`src/design/greedy_pattern_replace_stream_top_macros.svh`:
```
// Assertion macros shared by the greedy pattern replace stream modules.
// Defining ASSERT_OFF removes every check; no other dependencies.
`ifndef GREEDY_PATTERN_REPLACE_STREAM_TOP_MACROS_SVH
`define GREEDY_PATTERN_REPLACE_STREAM_TOP_MACROS_SVH

`ifndef ASSERT_OFF

// A property checked on every rising edge outside reset.
`define GPRS_ASSERT(lbl, clk, rst_n, prop) \
    lbl: assert property (@(posedge clk) disable iff (!rst_n) prop) \
        else $error("gprs assertion failed");

// An antecedent that forces a consequent in the same cycle.
`define GPRS_ASSERT_IMPLY(lbl, clk, rst_n, ante, cons) \
    lbl: assert property (@(posedge clk) disable iff (!rst_n) (ante) |-> (cons)) \
        else $error("gprs implication failed");

`else

`define GPRS_ASSERT(lbl, clk, rst_n, prop)
`define GPRS_ASSERT_IMPLY(lbl, clk, rst_n, ante, cons)

`endif

`endif

```
`src/design/gprs_pkg.sv`:
```
// Shared types and constants of the greedy pattern replace stream block.
// No dependencies; used by the controller, the datapath and the top level.
package gprs_pkg;

    localparam int CMD_W     = 2;
    localparam int SLOT_W    = 6;
    localparam int CHAR_W    = 8;
    localparam int PLABEL_W  = 8;
    localparam int STATUS_W  = 2;
    localparam int LEN_W     = 6;
    localparam int LIMIT_W   = 18;
    localparam int CFG_IDX_W = 2;

    localparam logic [CMD_W-1:0] CMD_LOAD_PAT = 2'd0;
    localparam logic [CMD_W-1:0] CMD_LOAD_REP = 2'd1;
    localparam logic [CMD_W-1:0] CMD_TEXT     = 2'd2;

    localparam logic [STATUS_W-1:0] ST_OK       = 2'd0;
    localparam logic [STATUS_W-1:0] ST_UNDEF    = 2'd1;
    localparam logic [STATUS_W-1:0] ST_OVERFLOW = 2'd2;

    localparam logic [CFG_IDX_W-1:0] REG_PAT_LEN   = 2'd0;
    localparam logic [CFG_IDX_W-1:0] REG_REP_LEN   = 2'd1;
    localparam logic [CFG_IDX_W-1:0] REG_OUT_LIMIT = 2'd2;

    localparam logic [LIMIT_W-1:0] LIMIT_RESET = 18'h20000;

    // Commands from the controller to the datapath.
    typedef struct packed {
        logic capture;
        logic pat_wr;
        logic rep_wr;
        logic win_clear;
        logic win_shift;
        logic win_push;
        logic emit_win;
        logic repl_start;
        logic emit_repl;
        logic emit_end;
        logic end_undef;
    } t_dp_cmd;

    // Status from the datapath to the controller.
    typedef struct packed {
        logic [CMD_W-1:0] item_cmd;
        logic             item_last;
        logic             plen_zero;
        logic             fill_ge_plen;
        logic             fill_eq_plen;
        logic             fill_zero;
        logic             match;
        logic             repl_go;
        logic             repl_last;
        logic             out_free;
    } t_dp_stat;

endpackage

```
`src/design/gprs_dp.sv`:
```
// Datapath: configuration registers, pattern store, replacement memory,
// match window with parallel compare, output counters and output register.
// Depends on gprs_pkg and the assertion macro header.
`include "greedy_pattern_replace_stream_top_macros.svh"

module gprs_dp #(
    parameter int MAX_PATTERN     = 32,
    parameter int MAX_REPLACEMENT = 48,
    parameter int LABEL_BITS      = 8
) (
    input  logic                             i_clk,
    input  logic                             i_rst_n,
    input  logic                             i_cfg_valid,
    input  logic [gprs_pkg::CFG_IDX_W-1:0]   i_cfg_index,
    input  logic [gprs_pkg::LIMIT_W-1:0]     i_cfg_data,
    input  logic [gprs_pkg::CMD_W-1:0]       i_cmd,
    input  logic [gprs_pkg::SLOT_W-1:0]      i_slot,
    input  logic [gprs_pkg::CHAR_W-1:0]      i_char_code,
    input  logic signed [gprs_pkg::PLABEL_W-1:0] i_label,
    input  logic                             i_last,
    input  gprs_pkg::t_dp_cmd                i_dp_cmd,
    output gprs_pkg::t_dp_stat               o_dp_stat,
    input  logic                             i_out_ready,
    output logic                             o_out_valid,
    output logic                             o_atom_valid,
    output logic [gprs_pkg::CHAR_W-1:0]      o_out_char,
    output logic signed [gprs_pkg::PLABEL_W-1:0] o_out_label,
    output logic                             o_end_of_text,
    output logic [gprs_pkg::STATUS_W-1:0]    o_status
);
    import gprs_pkg::*;

    localparam int FW  = $clog2(MAX_PATTERN + 1);
    localparam int RA  = (MAX_REPLACEMENT > 1) ? $clog2(MAX_REPLACEMENT) : 1;
    localparam int RCW = $clog2(MAX_REPLACEMENT + 1);
    localparam int EW  = LABEL_BITS + CHAR_W;

    // Configuration registers.
    logic [LEN_W-1:0]   r_pat_len;
    logic [LEN_W-1:0]   r_rep_len;
    logic [LIMIT_W-1:0] r_out_limit;

    always_ff @(posedge i_clk) begin
        if (!i_rst_n) begin
            r_pat_len   <= '0;
            r_rep_len   <= '0;
            r_out_limit <= LIMIT_RESET;
        end else if (i_cfg_valid) begin
            unique case (i_cfg_index)
                REG_PAT_LEN:   r_pat_len   <= i_cfg_data[LEN_W-1:0];
                REG_REP_LEN:   r_rep_len   <= i_cfg_data[LEN_W-1:0];
                REG_OUT_LIMIT: r_out_limit <= i_cfg_data;
                default: ;
            endcase
        end
    end

    logic [FW-1:0]  plen;
    logic [RCW-1:0] rn;

    assign plen = (32'(r_pat_len) > MAX_PATTERN) ? FW'(MAX_PATTERN) : FW'(r_pat_len);
    assign rn   = (32'(r_rep_len) > MAX_REPLACEMENT) ? RCW'(MAX_REPLACEMENT)
                                                     : RCW'(r_rep_len);

    // Captured input beat.
    logic [CMD_W-1:0]    r_item_cmd;
    logic [SLOT_W-1:0]   r_item_slot;
    logic [CHAR_W-1:0]   r_item_char;
    logic [PLABEL_W-1:0] r_item_label;
    logic                r_item_last;

    always_ff @(posedge i_clk) begin
        if (i_dp_cmd.capture) begin
            r_item_cmd   <= i_cmd;
            r_item_slot  <= i_slot;
            r_item_char  <= i_char_code;
            r_item_label <= i_label;
            r_item_last  <= i_last;
        end
    end

    // Labels are held internally in LABEL_BITS bits, two's complement.
    logic [LABEL_BITS-1:0] item_label_st;

    for (genvar b = 0; b < LABEL_BITS; b++) begin : g_lbl_in
        if (b < PLABEL_W) begin : g_bit
            assign item_label_st[b] = r_item_label[b];
        end else begin : g_ext
            assign item_label_st[b] = r_item_label[PLABEL_W-1];
        end
    end

    // Pattern store and match window, one register per entry.
    logic [CHAR_W-1:0]     r_pat     [MAX_PATTERN];
    logic [CHAR_W-1:0]     r_win_chr [MAX_PATTERN];
    logic [LABEL_BITS-1:0] r_win_lbl [MAX_PATTERN];
    logic [FW-1:0]         r_fill;
    logic [MAX_PATTERN-1:0] entry_ok;

    for (genvar g = 0; g < MAX_PATTERN; g++) begin : g_win
        always_ff @(posedge i_clk) begin
            if (i_dp_cmd.pat_wr && (32'(r_item_slot) == g)) begin
                r_pat[g] <= r_item_char;
            end
        end

        if (g < MAX_PATTERN - 1) begin : g_mid
            always_ff @(posedge i_clk) begin
                if (i_dp_cmd.win_shift) begin
                    r_win_chr[g] <= r_win_chr[g+1];
                    r_win_lbl[g] <= r_win_lbl[g+1];
                end else if (i_dp_cmd.win_push && (r_fill == FW'(g))) begin
                    r_win_chr[g] <= r_item_char;
                    r_win_lbl[g] <= item_label_st;
                end
            end
        end else begin : g_top
            always_ff @(posedge i_clk) begin
                if (i_dp_cmd.win_push && !i_dp_cmd.win_shift && (r_fill == FW'(g))) begin
                    r_win_chr[g] <= r_item_char;
                    r_win_lbl[g] <= item_label_st;
                end
            end
        end

        // Entries past the pattern length take no part in the compare.
        assign entry_ok[g] = (FW'(g) >= plen) || (r_win_chr[g] == r_pat[g]);
    end

    always_ff @(posedge i_clk) begin
        if (!i_rst_n) begin
            r_fill <= '0;
        end else if (i_dp_cmd.win_clear || i_dp_cmd.emit_end) begin
            r_fill <= '0;
        end else if (i_dp_cmd.win_shift) begin
            r_fill <= r_fill - FW'(1);
        end else if (i_dp_cmd.win_push) begin
            r_fill <= r_fill + FW'(1);
        end
    end

    // Replacement memory with a registered read port.
    logic [EW-1:0]  r_rep_mem [MAX_REPLACEMENT];
    logic [EW-1:0]  r_rdata;
    logic [RCW-1:0] r_ridx;

    always_ff @(posedge i_clk) begin
        if (i_dp_cmd.rep_wr && (32'(r_item_slot) < MAX_REPLACEMENT)) begin
            r_rep_mem[r_item_slot[RA-1:0]] <= {item_label_st, r_item_char};
        end
        r_rdata <= r_rep_mem[r_ridx[RA-1:0]];
    end

    always_ff @(posedge i_clk) begin
        if (!i_rst_n) begin
            r_ridx <= '0;
        end else if (i_dp_cmd.repl_start) begin
            r_ridx <= '0;
        end else if (i_dp_cmd.emit_repl) begin
            r_ridx <= r_ridx + RCW'(1);
        end
    end

    // Output count and overflow tracking.
    logic [LIMIT_W-1:0] r_out_count;
    logic               r_overflow;
    logic [LIMIT_W:0]   repl_sum;
    logic               repl_fits;
    logic               at_limit;

    assign repl_sum  = {1'b0, r_out_count} + (LIMIT_W + 1)'(rn);
    assign repl_fits = repl_sum <= {1'b0, r_out_limit};
    assign at_limit  = r_out_count >= r_out_limit;

    always_ff @(posedge i_clk) begin
        if (!i_rst_n || i_dp_cmd.emit_end) begin
            r_out_count <= '0;
            r_overflow  <= 1'b0;
        end else if (i_dp_cmd.emit_win && !r_overflow) begin
            if (at_limit) begin
                r_overflow <= 1'b1;
            end else begin
                r_out_count <= r_out_count + LIMIT_W'(1);
            end
        end else if (i_dp_cmd.repl_start && !r_overflow) begin
            if (!repl_fits) begin
                r_overflow <= 1'b1;
            end else begin
                r_out_count <= repl_sum[LIMIT_W-1:0];
            end
        end
    end

    // Output register.
    logic                  out_free;
    logic                  load_win;
    logic                  load_out;
    logic [LABEL_BITS-1:0] sel_label;
    logic [PLABEL_W-1:0]   sel_label_out;

    assign out_free = !o_out_valid || i_out_ready;
    assign load_win = i_dp_cmd.emit_win && !r_overflow && !at_limit;
    assign load_out = load_win || i_dp_cmd.emit_repl || i_dp_cmd.emit_end;
    assign sel_label = i_dp_cmd.emit_repl ? r_rdata[EW-1:CHAR_W] : r_win_lbl[0];

    for (genvar b = 0; b < PLABEL_W; b++) begin : g_lbl_out
        if (b < LABEL_BITS) begin : g_bit
            assign sel_label_out[b] = sel_label[b];
        end else begin : g_ext
            assign sel_label_out[b] = sel_label[LABEL_BITS-1];
        end
    end

    always_ff @(posedge i_clk) begin
        if (!i_rst_n) begin
            o_out_valid <= 1'b0;
        end else if (load_out) begin
            o_out_valid <= 1'b1;
        end else if (i_out_ready) begin
            o_out_valid <= 1'b0;
        end
    end

    always_ff @(posedge i_clk) begin
        if (i_dp_cmd.emit_end) begin
            o_atom_valid  <= 1'b0;
            o_out_char    <= '0;
            o_out_label   <= '0;
            o_end_of_text <= 1'b1;
            if (i_dp_cmd.end_undef) begin
                o_status <= ST_UNDEF;
            end else if (r_overflow) begin
                o_status <= ST_OVERFLOW;
            end else begin
                o_status <= ST_OK;
            end
        end else if (load_out) begin
            o_atom_valid  <= 1'b1;
            o_out_char    <= i_dp_cmd.emit_repl ? r_rdata[CHAR_W-1:0] : r_win_chr[0];
            o_out_label   <= sel_label_out;
            o_end_of_text <= 1'b0;
            o_status      <= ST_OK;
        end
    end

    // Status back to the controller.
    always_comb begin
        o_dp_stat.item_cmd     = r_item_cmd;
        o_dp_stat.item_last    = r_item_last;
        o_dp_stat.plen_zero    = (plen == '0);
        o_dp_stat.fill_ge_plen = (r_fill >= plen);
        o_dp_stat.fill_eq_plen = (r_fill == plen);
        o_dp_stat.fill_zero    = (r_fill == '0);
        o_dp_stat.match        = &entry_ok;
        o_dp_stat.repl_go      = !r_overflow && repl_fits && (rn != '0);
        o_dp_stat.repl_last    = (r_ridx == (rn - RCW'(1)));
        o_dp_stat.out_free     = out_free;
    end

    `GPRS_ASSERT_IMPLY(a_emit_needs_room, i_clk, i_rst_n,
        i_dp_cmd.emit_win || i_dp_cmd.emit_repl || i_dp_cmd.emit_end, out_free)
    `GPRS_ASSERT(a_end_clears, i_clk, i_rst_n,
        i_dp_cmd.emit_end |=> (r_fill == '0 && r_out_count == '0 && !r_overflow))
    `GPRS_ASSERT_IMPLY(a_push_has_room, i_clk, i_rst_n,
        i_dp_cmd.win_push, r_fill < plen)

endmodule

```
`src/design/gprs_ctrl.sv`:
```
// Controller: sequences each input beat through decode, window update,
// compare, replacement burst, flush and end marker. Depends on gprs_pkg.
`include "greedy_pattern_replace_stream_top_macros.svh"

module gprs_ctrl (
    input  logic                i_clk,
    input  logic                i_rst_n,
    input  logic                i_in_valid,
    output logic                o_in_ready,
    input  gprs_pkg::t_dp_stat  i_dp_stat,
    output gprs_pkg::t_dp_cmd   o_dp_cmd
);
    import gprs_pkg::*;

    typedef enum logic [2:0] {
        S_IDLE,
        S_DECODE,
        S_DROP,
        S_CHECK,
        S_REPL_RD,
        S_REPL_EMIT,
        S_FLUSH,
        S_END
    } t_state;

    t_state r_state;
    t_state n_state;
    logic   r_in_ready;
    logic   n_in_ready;
    logic   r_undef;
    logic   n_undef;

    assign o_in_ready = r_in_ready;

    always_comb begin
        n_state  = r_state;
        n_undef  = r_undef;
        o_dp_cmd = '0;
        o_dp_cmd.end_undef = r_undef;

        unique case (r_state)
            S_IDLE: begin
                if (i_in_valid && r_in_ready) begin
                    o_dp_cmd.capture = 1'b1;
                    n_state = S_DECODE;
                end
            end
            S_DECODE: begin
                n_state = S_IDLE;
                unique case (i_dp_stat.item_cmd)
                    CMD_LOAD_PAT: o_dp_cmd.pat_wr = 1'b1;
                    CMD_LOAD_REP: o_dp_cmd.rep_wr = 1'b1;
                    CMD_TEXT: begin
                        if (i_dp_stat.plen_zero) begin
                            // Without a pattern the text is dropped.
                            o_dp_cmd.win_clear = 1'b1;
                            if (i_dp_stat.item_last) begin
                                n_undef = 1'b1;
                                n_state = S_END;
                            end
                        end else begin
                            n_state = S_DROP;
                        end
                    end
                    default: ;
                endcase
            end
            S_DROP: begin
                // Old atoms go unseen when the pattern got shorter mid-text.
                if (i_dp_stat.fill_ge_plen) begin
                    o_dp_cmd.win_shift = 1'b1;
                end else begin
                    o_dp_cmd.win_push = 1'b1;
                    n_state = S_CHECK;
                end
            end
            S_CHECK: begin
                if (!i_dp_stat.fill_eq_plen) begin
                    n_state = i_dp_stat.item_last ? S_FLUSH : S_IDLE;
                end else if (i_dp_stat.match) begin
                    o_dp_cmd.win_clear  = 1'b1;
                    o_dp_cmd.repl_start = 1'b1;
                    if (i_dp_stat.repl_go) begin
                        n_state = S_REPL_RD;
                    end else begin
                        n_state = i_dp_stat.item_last ? S_FLUSH : S_IDLE;
                    end
                end else if (i_dp_stat.out_free) begin
                    o_dp_cmd.emit_win  = 1'b1;
                    o_dp_cmd.win_shift = 1'b1;
                    n_state = i_dp_stat.item_last ? S_FLUSH : S_IDLE;
                end
            end
            S_REPL_RD: begin
                n_state = S_REPL_EMIT;
            end
            S_REPL_EMIT: begin
                if (i_dp_stat.out_free) begin
                    o_dp_cmd.emit_repl = 1'b1;
                    if (i_dp_stat.repl_last) begin
                        n_state = i_dp_stat.item_last ? S_FLUSH : S_IDLE;
                    end else begin
                        n_state = S_REPL_RD;
                    end
                end
            end
            S_FLUSH: begin
                if (i_dp_stat.fill_zero) begin
                    n_state = S_END;
                end else if (i_dp_stat.out_free) begin
                    o_dp_cmd.emit_win  = 1'b1;
                    o_dp_cmd.win_shift = 1'b1;
                end
            end
            S_END: begin
                if (i_dp_stat.out_free) begin
                    o_dp_cmd.emit_end = 1'b1;
                    n_undef = 1'b0;
                    n_state = S_IDLE;
                end
            end
            default: n_state = S_IDLE;
        endcase

        n_in_ready = (n_state == S_IDLE);
    end

    always_ff @(posedge i_clk) begin
        if (!i_rst_n) begin
            r_state    <= S_IDLE;
            r_in_ready <= 1'b1;
            r_undef    <= 1'b0;
        end else begin
            r_state    <= n_state;
            r_in_ready <= n_in_ready;
            r_undef    <= n_undef;
        end
    end

    `GPRS_ASSERT_IMPLY(a_ready_only_idle, i_clk, i_rst_n, r_in_ready, r_state == S_IDLE)
    `GPRS_ASSERT(a_end_returns_ready, i_clk, i_rst_n,
        ((r_state == S_END) && i_dp_stat.out_free) |=> r_in_ready)

endmodule

```
`src/design/greedy_pattern_replace_stream_top.sv`:
```
// Top level of the greedy pattern replace stream block.
// Instantiates gprs_ctrl and gprs_dp; depends on gprs_pkg.

// Each accepted beat is worked one at a time by the controller. A load beat
// (pattern character or replacement atom) passes through the decode state,
// and so does a text beat while the pattern length is zero. Any other text
// beat also passes through the drop state, which first discards the oldest
// atoms after the pattern length was shortened, and the check state; each
// replacement atom then goes through the registered read of the replacement
// memory before it is placed in the output register. The final text beat
// flushes the remaining window atoms one by one, then closes the window and
// places the end marker; with an empty pattern it places only the end marker.
// Any stall on the output side stretches this sequence. The window compare
// against the pattern is combinational and done in parallel. No clearing
// pass runs after reset. Configuration writes are taken at any time on their
// own channel and must only arrive while the block is idle.
module greedy_pattern_replace_stream_top #(
    parameter int MAX_PATTERN     = 32,
    parameter int MAX_REPLACEMENT = 48,
    parameter int LABEL_BITS      = 8
) (
    input  logic                                 i_clk,
    input  logic                                 i_rst_n,
    input  logic                                 i_cfg_valid,
    output logic                                 o_cfg_ready,
    input  logic [gprs_pkg::CFG_IDX_W-1:0]       i_cfg_index,
    input  logic [gprs_pkg::LIMIT_W-1:0]         i_cfg_data,
    input  logic                                 i_in_valid,
    output logic                                 o_in_ready,
    input  logic [gprs_pkg::CMD_W-1:0]           i_cmd,
    input  logic [gprs_pkg::SLOT_W-1:0]          i_slot,
    input  logic [gprs_pkg::CHAR_W-1:0]          i_char_code,
    input  logic signed [gprs_pkg::PLABEL_W-1:0] i_label,
    input  logic                                 i_last,
    output logic                                 o_out_valid,
    input  logic                                 i_out_ready,
    output logic                                 o_atom_valid,
    output logic [gprs_pkg::CHAR_W-1:0]          o_out_char,
    output logic signed [gprs_pkg::PLABEL_W-1:0] o_out_label,
    output logic                                 o_end_of_text,
    output logic [gprs_pkg::STATUS_W-1:0]        o_status
);
    import gprs_pkg::*;

    t_dp_cmd  dp_cmd;
    t_dp_stat dp_stat;

    // Configuration registers are plain flops, so every write beat is taken.
    assign o_cfg_ready = 1'b1;

    gprs_ctrl u_ctrl (
        .i_clk      (i_clk),
        .i_rst_n    (i_rst_n),
        .i_in_valid (i_in_valid),
        .o_in_ready (o_in_ready),
        .i_dp_stat  (dp_stat),
        .o_dp_cmd   (dp_cmd)
    );

    gprs_dp #(
        .MAX_PATTERN     (MAX_PATTERN),
        .MAX_REPLACEMENT (MAX_REPLACEMENT),
        .LABEL_BITS      (LABEL_BITS)
    ) u_dp (
        .i_clk         (i_clk),
        .i_rst_n       (i_rst_n),
        .i_cfg_valid   (i_cfg_valid),
        .i_cfg_index   (i_cfg_index),
        .i_cfg_data    (i_cfg_data),
        .i_cmd         (i_cmd),
        .i_slot        (i_slot),
        .i_char_code   (i_char_code),
        .i_label       (i_label),
        .i_last        (i_last),
        .i_dp_cmd      (dp_cmd),
        .o_dp_stat     (dp_stat),
        .i_out_ready   (i_out_ready),
        .o_out_valid   (o_out_valid),
        .o_atom_valid  (o_atom_valid),
        .o_out_char    (o_out_char),
        .o_out_label   (o_out_label),
        .o_end_of_text (o_end_of_text),
        .o_status      (o_status)
    );

endmodule
```
`config.mk`:
```
export PLATFORM = sky130hd
export DESIGN_NAME = greedy_pattern_replace_stream_top
export DESIGN_NICKNAME = d
export VERILOG_FILES = /design/src/design/gprs_pkg.sv /design/src/design/gprs_dp.sv /design/src/design/gprs_ctrl.sv /design/src/design/greedy_pattern_replace_stream_top.sv
export VERILOG_INCLUDE_DIRS = /design/src /design/src/design
export SDC_FILE = /design/constraint.sdc
export NUM_CORES = 2
export LEC_CHECK = 0
export BUFFER_PORTS_ARGS = -buffer_cell sky130_fd_sc_hd__buf_2
export CAP_MARGIN = 40
export CORE_MARGIN = 2
export CORE_UTILIZATION = 50
export CTS_CLUSTER_DIAMETER = 150
export DETAILED_ROUTE_END_ITERATION = 6
export GPL_TIMING_DRIVEN = 1
export HOLD_SLACK_MARGIN = 0.06
export PLACE_DENSITY = 0.68
export SLEW_MARGIN = 0
export SYNTH_ARGS = -nofsm -noshare
export SYNTH_HDL_FRONTEND = slang
export SYNTH_SLANG_ARGS = --single-unit
```
`constraint.sdc`:
```
create_clock -name i_clk -period 4.9 [get_ports i_clk]
set_input_delay 0.98 -clock i_clk [delete_from_list [all_inputs] [get_ports i_clk]]
set_output_delay 0.98 -clock i_clk [all_outputs]
set_load 0.005 [all_outputs]
```
== Word level (Yosys, flattened, before mapping) ==
Memory sizes are Yosys's and may differ from the RTL's. A register that Yosys moved wholly into a read port is not among the register bits.
Index checks and enable logic that the tools add are counted.
W data, S select, Z words.

* Memories: 4
* Latch bits: 0
* Bits in read-only memories: 0
* Flip-flop bits (word level): 112
* Bits of input ports: 50
* Logic and storage cells: 802
* Bits in writable memories: 1536
* Output and inout port bits: 23

{| class="wikitable"
|+ Memories
! memory !! depth !! bits a word !! read ports !! clocked after Yosys merged registers in !! wr ports !! RTL line !! text
|-
| u_dp.r_rep_mem || 48 || 16 || 1 || 1 || 1 || gprs_dp.sv:143 || <nowiki>logic [EW-1:0] r_rep_mem [MAX_REPLACEMENT];</nowiki>
|-
| u_dp.r_pat || 32 || 8 || 32 || 0 || 1 || gprs_dp.sv:94 || <nowiki>logic [CHAR_W-1:0] r_pat [MAX_PATTERN];</nowiki>
|-
| u_dp.r_win_chr || 32 || 8 || 32 || 0 || 31 || gprs_dp.sv:95 || <nowiki>logic [CHAR_W-1:0] r_win_chr [MAX_PATTERN];</nowiki>
|-
| u_dp.r_win_lbl || 32 || 8 || 32 || 0 || 31 || gprs_dp.sv:96 || <nowiki>logic [LABEL_BITS-1:0] r_win_lbl [MAX_PATTERN];</nowiki>
|}

* Shift-type cells: 0
* Mux-type cells: 386
* Div/mod/pow operators: 0
* Reduce and logical (&&, ||, !) cells: 170
* $add $sub $neg: 6
* Eq/ne operators: 114
* $mul: 0
* Bitwise gates (word level): 63
* $lt $le $gt $ge: 38

{| class="wikitable"
|+ Operator list
! cell !! count
|-
| $mux W8 || 97
|-
| $reduce_or A8 Y1 || 33
|-
| $eq A8 B8 Y1 || 32
|-
| $mux W1 || 222
|-
| $eq A6 B5 Y1 const B || 32
|-
| $mux W5 || 33
|-
| $eq A6 B4 Y1 const B || 16
|-
| $ge A5 B6 Y1 const A || 16
|-
| $logic_and A1 B1 Y1 || 72
|-
| $mux W18 || 4
|-
| $or A1 B1 Y1 || 62
|-
| $eq A6 B3 Y1 const B || 8
|-
| $ge A4 B6 Y1 const A || 8
|-
| $mux W3 || 14
|-
| $logic_or A1 B1 Y1 || 37
|-
| $reduce_and A32 Y1 || 1
|-
| $eq A6 B2 Y1 const B || 4
|-
| $ge A3 B6 Y1 const A || 4
|-
| $mux W6 || 4
|-
| $pmux W3 S8 || 1
|-
| $add A18 B6 Y19 || 1
|-
| $le A19 B18 Y1 || 1
|-
| $add A18 B1 Y18 const B || 1
|-
| $ge A18 B18 Y1 || 1
|-
| other kinds (30) || 73
|}

== Longest topological paths before layout ==
* Depth in word-level cells: 38
* Mapped depth: 27
* Depth with buffers taken out: 24

== By module ==
A second synthesis with hierarchy kept.

* Cells, all modules: 3833
* Area total of the unflattened synthesis: 69135.1 um^2

{| class="wikitable"
|+ Modules (own cells, without submodules)
! module !! sequential area each (um^2) !! area each (um^2) !! cells each !! instances
|-
| gprs_dp || 48856.9 || 68599.5 || 3762 || 1
|-
| gprs_ctrl || 100.1 || 524.3 || 69 || 1
|-
| greedy_pattern_replace_stream_top || 0.0 || 11.3 || 2 || 1
|}

== Worst setup path after synthesis ==
No wires, ideal clock.

* Path type: flip-flop to flip-flop
* Start point: reg u_dp.r_rep_len[5]
* End point: reg u_dp.r_out_count[9]
* Data required time: 4.774 ns
* Arrival time: 4.853 ns
* Buffers on the path: 3
* Setup time: 0.126 ns
* Path slack: -0.078 ns
* Stages on the path, launching flop included: 27
* Cell sequence: dfxtp_1 -> clkbuf_1 -> nand2_1 -> nand2_1 -> inv_1 -> ha_1 -> inv_1 -> fa_1 -> nor2b_1 -> o211ai_1 -> a221oi_1 -> o41ai_2 -> or3_1 -> xnor2_1 -> ha_1 -> a21o_1 -> a21oi_1 -> o21ai_0 -> a211o_1 -> o21ai_0 -> o21ai_1 -> o41ai_4 -> o211ai_4 -> buf_6 -> buf_2 -> o211ai_1 -> o31ai_1

* Cells in the longest elaborated chain, start to end: 6

{| class="wikitable"
|+ Ends and longest elaborated chain
! element !! RTL line !! text
|-
| from (decl) || gprs_dp.sv:40 || <nowiki>logic [LEN_W-1:0] r_rep_len;</nowiki>
|-
| from (signal assigned) || gprs_dp.sv:51 || <nowiki>REG_REP_LEN: r_rep_len <= i_cfg_data[LEN_W-1:0];</nowiki>
|-
| $gt A6 B6 Y1 || gprs_dp.sv:62 || <nowiki>assign rn = (32'(r_rep_len) > MAX_REPLACEMENT) ? RCW'(MAX_REPLACEMENT)</nowiki>
|-
| $mux W6 (*) || gprs_dp.sv:62 ||
|-
| $add A18 B6 Y19 (*) || gprs_dp.sv:171 || <nowiki>assign repl_sum = {1'b0, r_out_count} + (LIMIT_W + 1)'(rn);</nowiki>
|-
| $le A19 B18 Y1 or $mux W18 (tied branches) || gprs_dp.sv:172, gprs_dp.sv:186 ||
|-
| $reduce_bool A2 Y1 (no source line) or $mux W18 (tied branches) || n/a ||
|-
| $reduce_and A3 Y1 (no source line) or $mux W18 (tied branches) || n/a ||
|-
| to (signal assigned) || gprs_dp.sv:183 || <nowiki>r_out_count <= r_out_count + LIMIT_W'(1);</nowiki>
|-
| to (signal assigned) || gprs_dp.sv:189 || <nowiki>r_out_count <= repl_sum[LIMIT_W-1:0];</nowiki>
|-
| to (decl) || gprs_dp.sv:165 || <nowiki>logic [LIMIT_W-1:0] r_out_count;</nowiki>
|}

Mark *: on every way between the ends. The rest lies on a longest branch, timed or not. The select of a mux whose other input is x is not followed.
A chain may end at the register's enable or synchronous reset.

== Final worst setup path ==
* Start point: reg u_dp.r_rep_len[5]
* End point: reg u_dp.r_out_count[17]

Same word-level chain as after synthesis.

==> key figures <==
Routing
  – Vias per cell: around 6
  – Total number of vias: roughly 36000
  – Drt drc: 0
  – Wire length per cell: approximately 27 um
  – Routed WL: approximately 160000 um
  – DRT antenna net count: 0
  – DR pass1 iterations: 6
  – First DRT Iteration DRCs: just under 4000

Placement
  – DP Wirelength: 102000 um
  – GP Congestion: slightly below 0.9
  – IO Port Bufs: 71
  – Placed instance area: between 70000 and 80000 um2

Timing
  – Setup-failing EPs final: 0
  – Highest clock rate: 0.205 GHz
  – Max-slew violation total from the final report: 0
  – Worst slew pin tran: around 0.96 ns
  – Crit share post-route: approximately 100%
  – Final Hold Viols: 0
  – Final Skew: 0.0283 ns
  – RSZ-0062 raised after global routing: true
  – Min Tclk post-route: just under 5 ns
  – Rel. slew slack: roughly 36%
  – Worst hold slack: 0.336 ns

Setup path
  – CP required: roughly 5.7 ns
  – Crit path kind: reg2reg
  – Critical Path End Type: flip-flop
  – Arr. time, crit path: 5.62 ns
  – FF-to-FF path depth: 24
  – CP startpoint kind: flip-flop
  – Worst-path fanout max: 8

Yosys
  – Post-synthesis sequential area ratio: a little under three quarters
  – Synth Register Bits: 1664
  – Count of unique library cells instantiated by Yosys: 81
  – Main flop type after synthesis: edfxtp_1
  – Post-synth top area share: about two thirds
  – Mapped Nets: around 4000
  – Post-Syn Area: between 60000 and 70000 um2
  – Syn_area_per_cell: ~18 um2
  – Cell taking the most area after synthesis: edfxtp_1
  – Async SR Flop Fraction: 0%
  – Largest family of logic cells by synthesized area: multiplexers
  – XOR/XNOR Fraction of Synth Area: approximately 3.6%
  – Mux cell area share after synthesis: 16.3%
  – Most frequent cell after synthesis: edfxtp_1
  – Post-synth EDFFs: around 1600
  – Simple-gate share of the synthesized area: 4.04%
  – Top cells by area, synth: edfxtp_1 (68%), mux2_2 (7.9%), mux4_2 (7.8%)
  – Mapped Cells: ~3900
  – Post-synthesis compound-gate area fraction: between 2 and 3%
  – Post-synthesis share of cell area spent on full adders, half adders and majority gates: between 1 and 1.5%
  – Post-synth top cells: edfxtp_1 (1563), mux2_2 (485), mux4_2 (240), xor2_1 (217), nand2_1 (169)
  – Ys Warns: 0

Floorplanning
  – Die ar.: 141000 um2
  – Initial core utilization: 50.3%
  – Row count: 136
  – CORE AREA: around 140000 um2
  – Ports: 73
  – Die Span Y: 376 um
  – Die width: 376 um

Final layout
  – Nets: 4216
  – Register area: 49000 um2
  – Final Util: 56.9%
  – Share of layout cells above drive strength 1: 31.5%
  – Area of the multi-input gates: 19300 um2
  – Fillers: about 10000
  – Syn-to-layout area delta: 13.2%
  – Finished layout cell area: around 80000 um2

CTS
  – Sinks on Clock Net: roughly 1700
  – TritonCTS clock tree: built
  – Hold bufs inserted after CTS: 0
  – Clock Tree Root: clkbuf_16
  – H-Tree Level Count: 4
  – Worst-path clk slew: around 0.06 ns
  – Clock latency on the worst-skew pair: 0.82 ns
  – Num CTS Buffers: ~170
  – Max Root-Sink Buffers: 3

Global routing
  – Vias in the first global route: approximately 36000
  – GRT Total Usage: roughly 23%
  – Wire length of the first global-routing pass: about 240000 um
  – Grt ovf: 0
  – Antenna violations before repair: 6
  – Largest net degree at the start of global routing: about 110

Power
  – Power Density: 369 nW/um2
  – Maximum VDD drop: 0.379 mV
  – Pleak: around 0.025 uW
  – Design Power: approximately 29000 uW

Run status
  – Status: finished, final reports clean

Hold path
  – Hold Path Class: in2reg
  – Worst hold path cell count: 1

Run
  – MaxCap Viol Count: 0
-- metrics by stage --
stage	cells	TNS, ns	worst slack (ns)
finish	6040	0	0.0293
global route	6037	-2.54	-0.226
CTS	6032	-0.0623	-0.0361
detailed placement	5726	-3.57	-0.265
global placement	5713	-1.88	-0.176
floorplan	3852	0	0.0626
-- layout by cell type, fill, tap and decap left out, types with 41 or more instances in the layout --
cell	count
edfxtp_1	1563
mux2_2	485
mux4_2	240
xor2_1	217
buf_4	198
clkbuf_16	169
nand2_1	166
nor2_1	120
dfxtp_1	95
buf_2	72
xnor2_1	68
o21ai_0	60
nor4_1	55
inv_1	54
ha_1	53
a21oi_1	43
mux2i_1	42
clkbuf_1	41
-- worst paths after layout --
kind	startpoint	to	slack (ns)
setup / recovery	u_dp.r_rep_len[5]	u_dp.r_out_count[17]	0.03
hold / removal	i_label[6]	u_dp.item_label_st[6]	0.34
setup reg to reg	u_dp.r_rep_len[5]	u_dp.r_out_count[17]	0.03
hold reg to reg	u_dp.o_atom_valid	u_dp.o_atom_valid	0.47
-- logic make-up (layout without fill, tap and decap cells) --
family	Yosys count	count (layout)
DFF	1664	1664
muxes	767	767
and+or+nand+nor	566	566
xor gates and xnor gates	286	286
buffers and inverters	259	649
AOI/OAI and AO/OA	252	253
adders and majority gates	57	57
other	1	4
-- layer usage --
| layer | routed length, um | global-route usage (%) | vias to the layer above | share of wire, % |
|---|---|---|---|---|
| met5 | 0 | 0 | - | 0 |
| met4 | 4100 | 6.78 | 0 | 2.5 |
| met3 | 11500 | 4.47 | 238 | 7.1 |
| met2 | 76300 | 36.3 | 1291 | 47 |
| met1 | 70000 | 32.9 | 18700 | 43 |
| li1 | - | - | 15700 | - |
-- cell type report --
cell class,instances,area share (%)
Clock inverter,82,0.861
Timing Repair Buffer,294,2.93
Antenna cell,3,0.00960
Sequential cell,1664,62.6
Tap cell,1794,2.87
Inverter,56,0.269
Multi-Input combinational cell,1930,24.7
Clock buffer,217,5.72
-- flip-flops by register name (all words and copies together) (netlist names), 16 cells and up --
name and flops:
u_dp.r_win_lbl 256, u_dp.r_win_chr 256, u_dp.r_pat 256, u_dp.r_out_limit 18, u_dp.r_rdata 16, u_dp.r_out_count 18
u_dp.r_rep_mem 768
-- report_power, final --
part           internal, uW  switching [uW]  total [uW]
clock                  6730            5350       12100
sequential            15700             125       15800
combinational           270             675         945
total                 22700            6150       28800
-- worst max-delay path, cell delays in order (launching register included) --
cell      delay [ns]
dfxtp_2         0.33
nand2_4         0.08
nand2_2         0.06
inv_2           0.06
ha_4            0.12
inv_2           0.04
fa_2            0.38
nand2b_1        0.13
o211ai_1        0.12
a221oi_2        0.29
o41ai_2         0.14
or3_4           0.36
xnor2_2         0.15
ha_1            0.30
a21o_1          0.17
a21oi_2         0.12
o21ai_1         0.07
a211o_1         0.27
o21ai_2         0.20
o21ai_2         0.12
o41ai_4         0.28
buf_4           0.18
o211ai_4        0.15
or4_4           0.53
a21oi_2         0.14
-- what timing repair did --
item                                    in CTS  in global routing
gates cloned                                 1                  1
gates resized for setup                     17                 31
endpoints found under the setup margin      18                 18
setup buffers                                6                  4
pin swaps                                   25                 31
hold endpoints to repair                     0                  0
(Power assumes the default switching activity.)
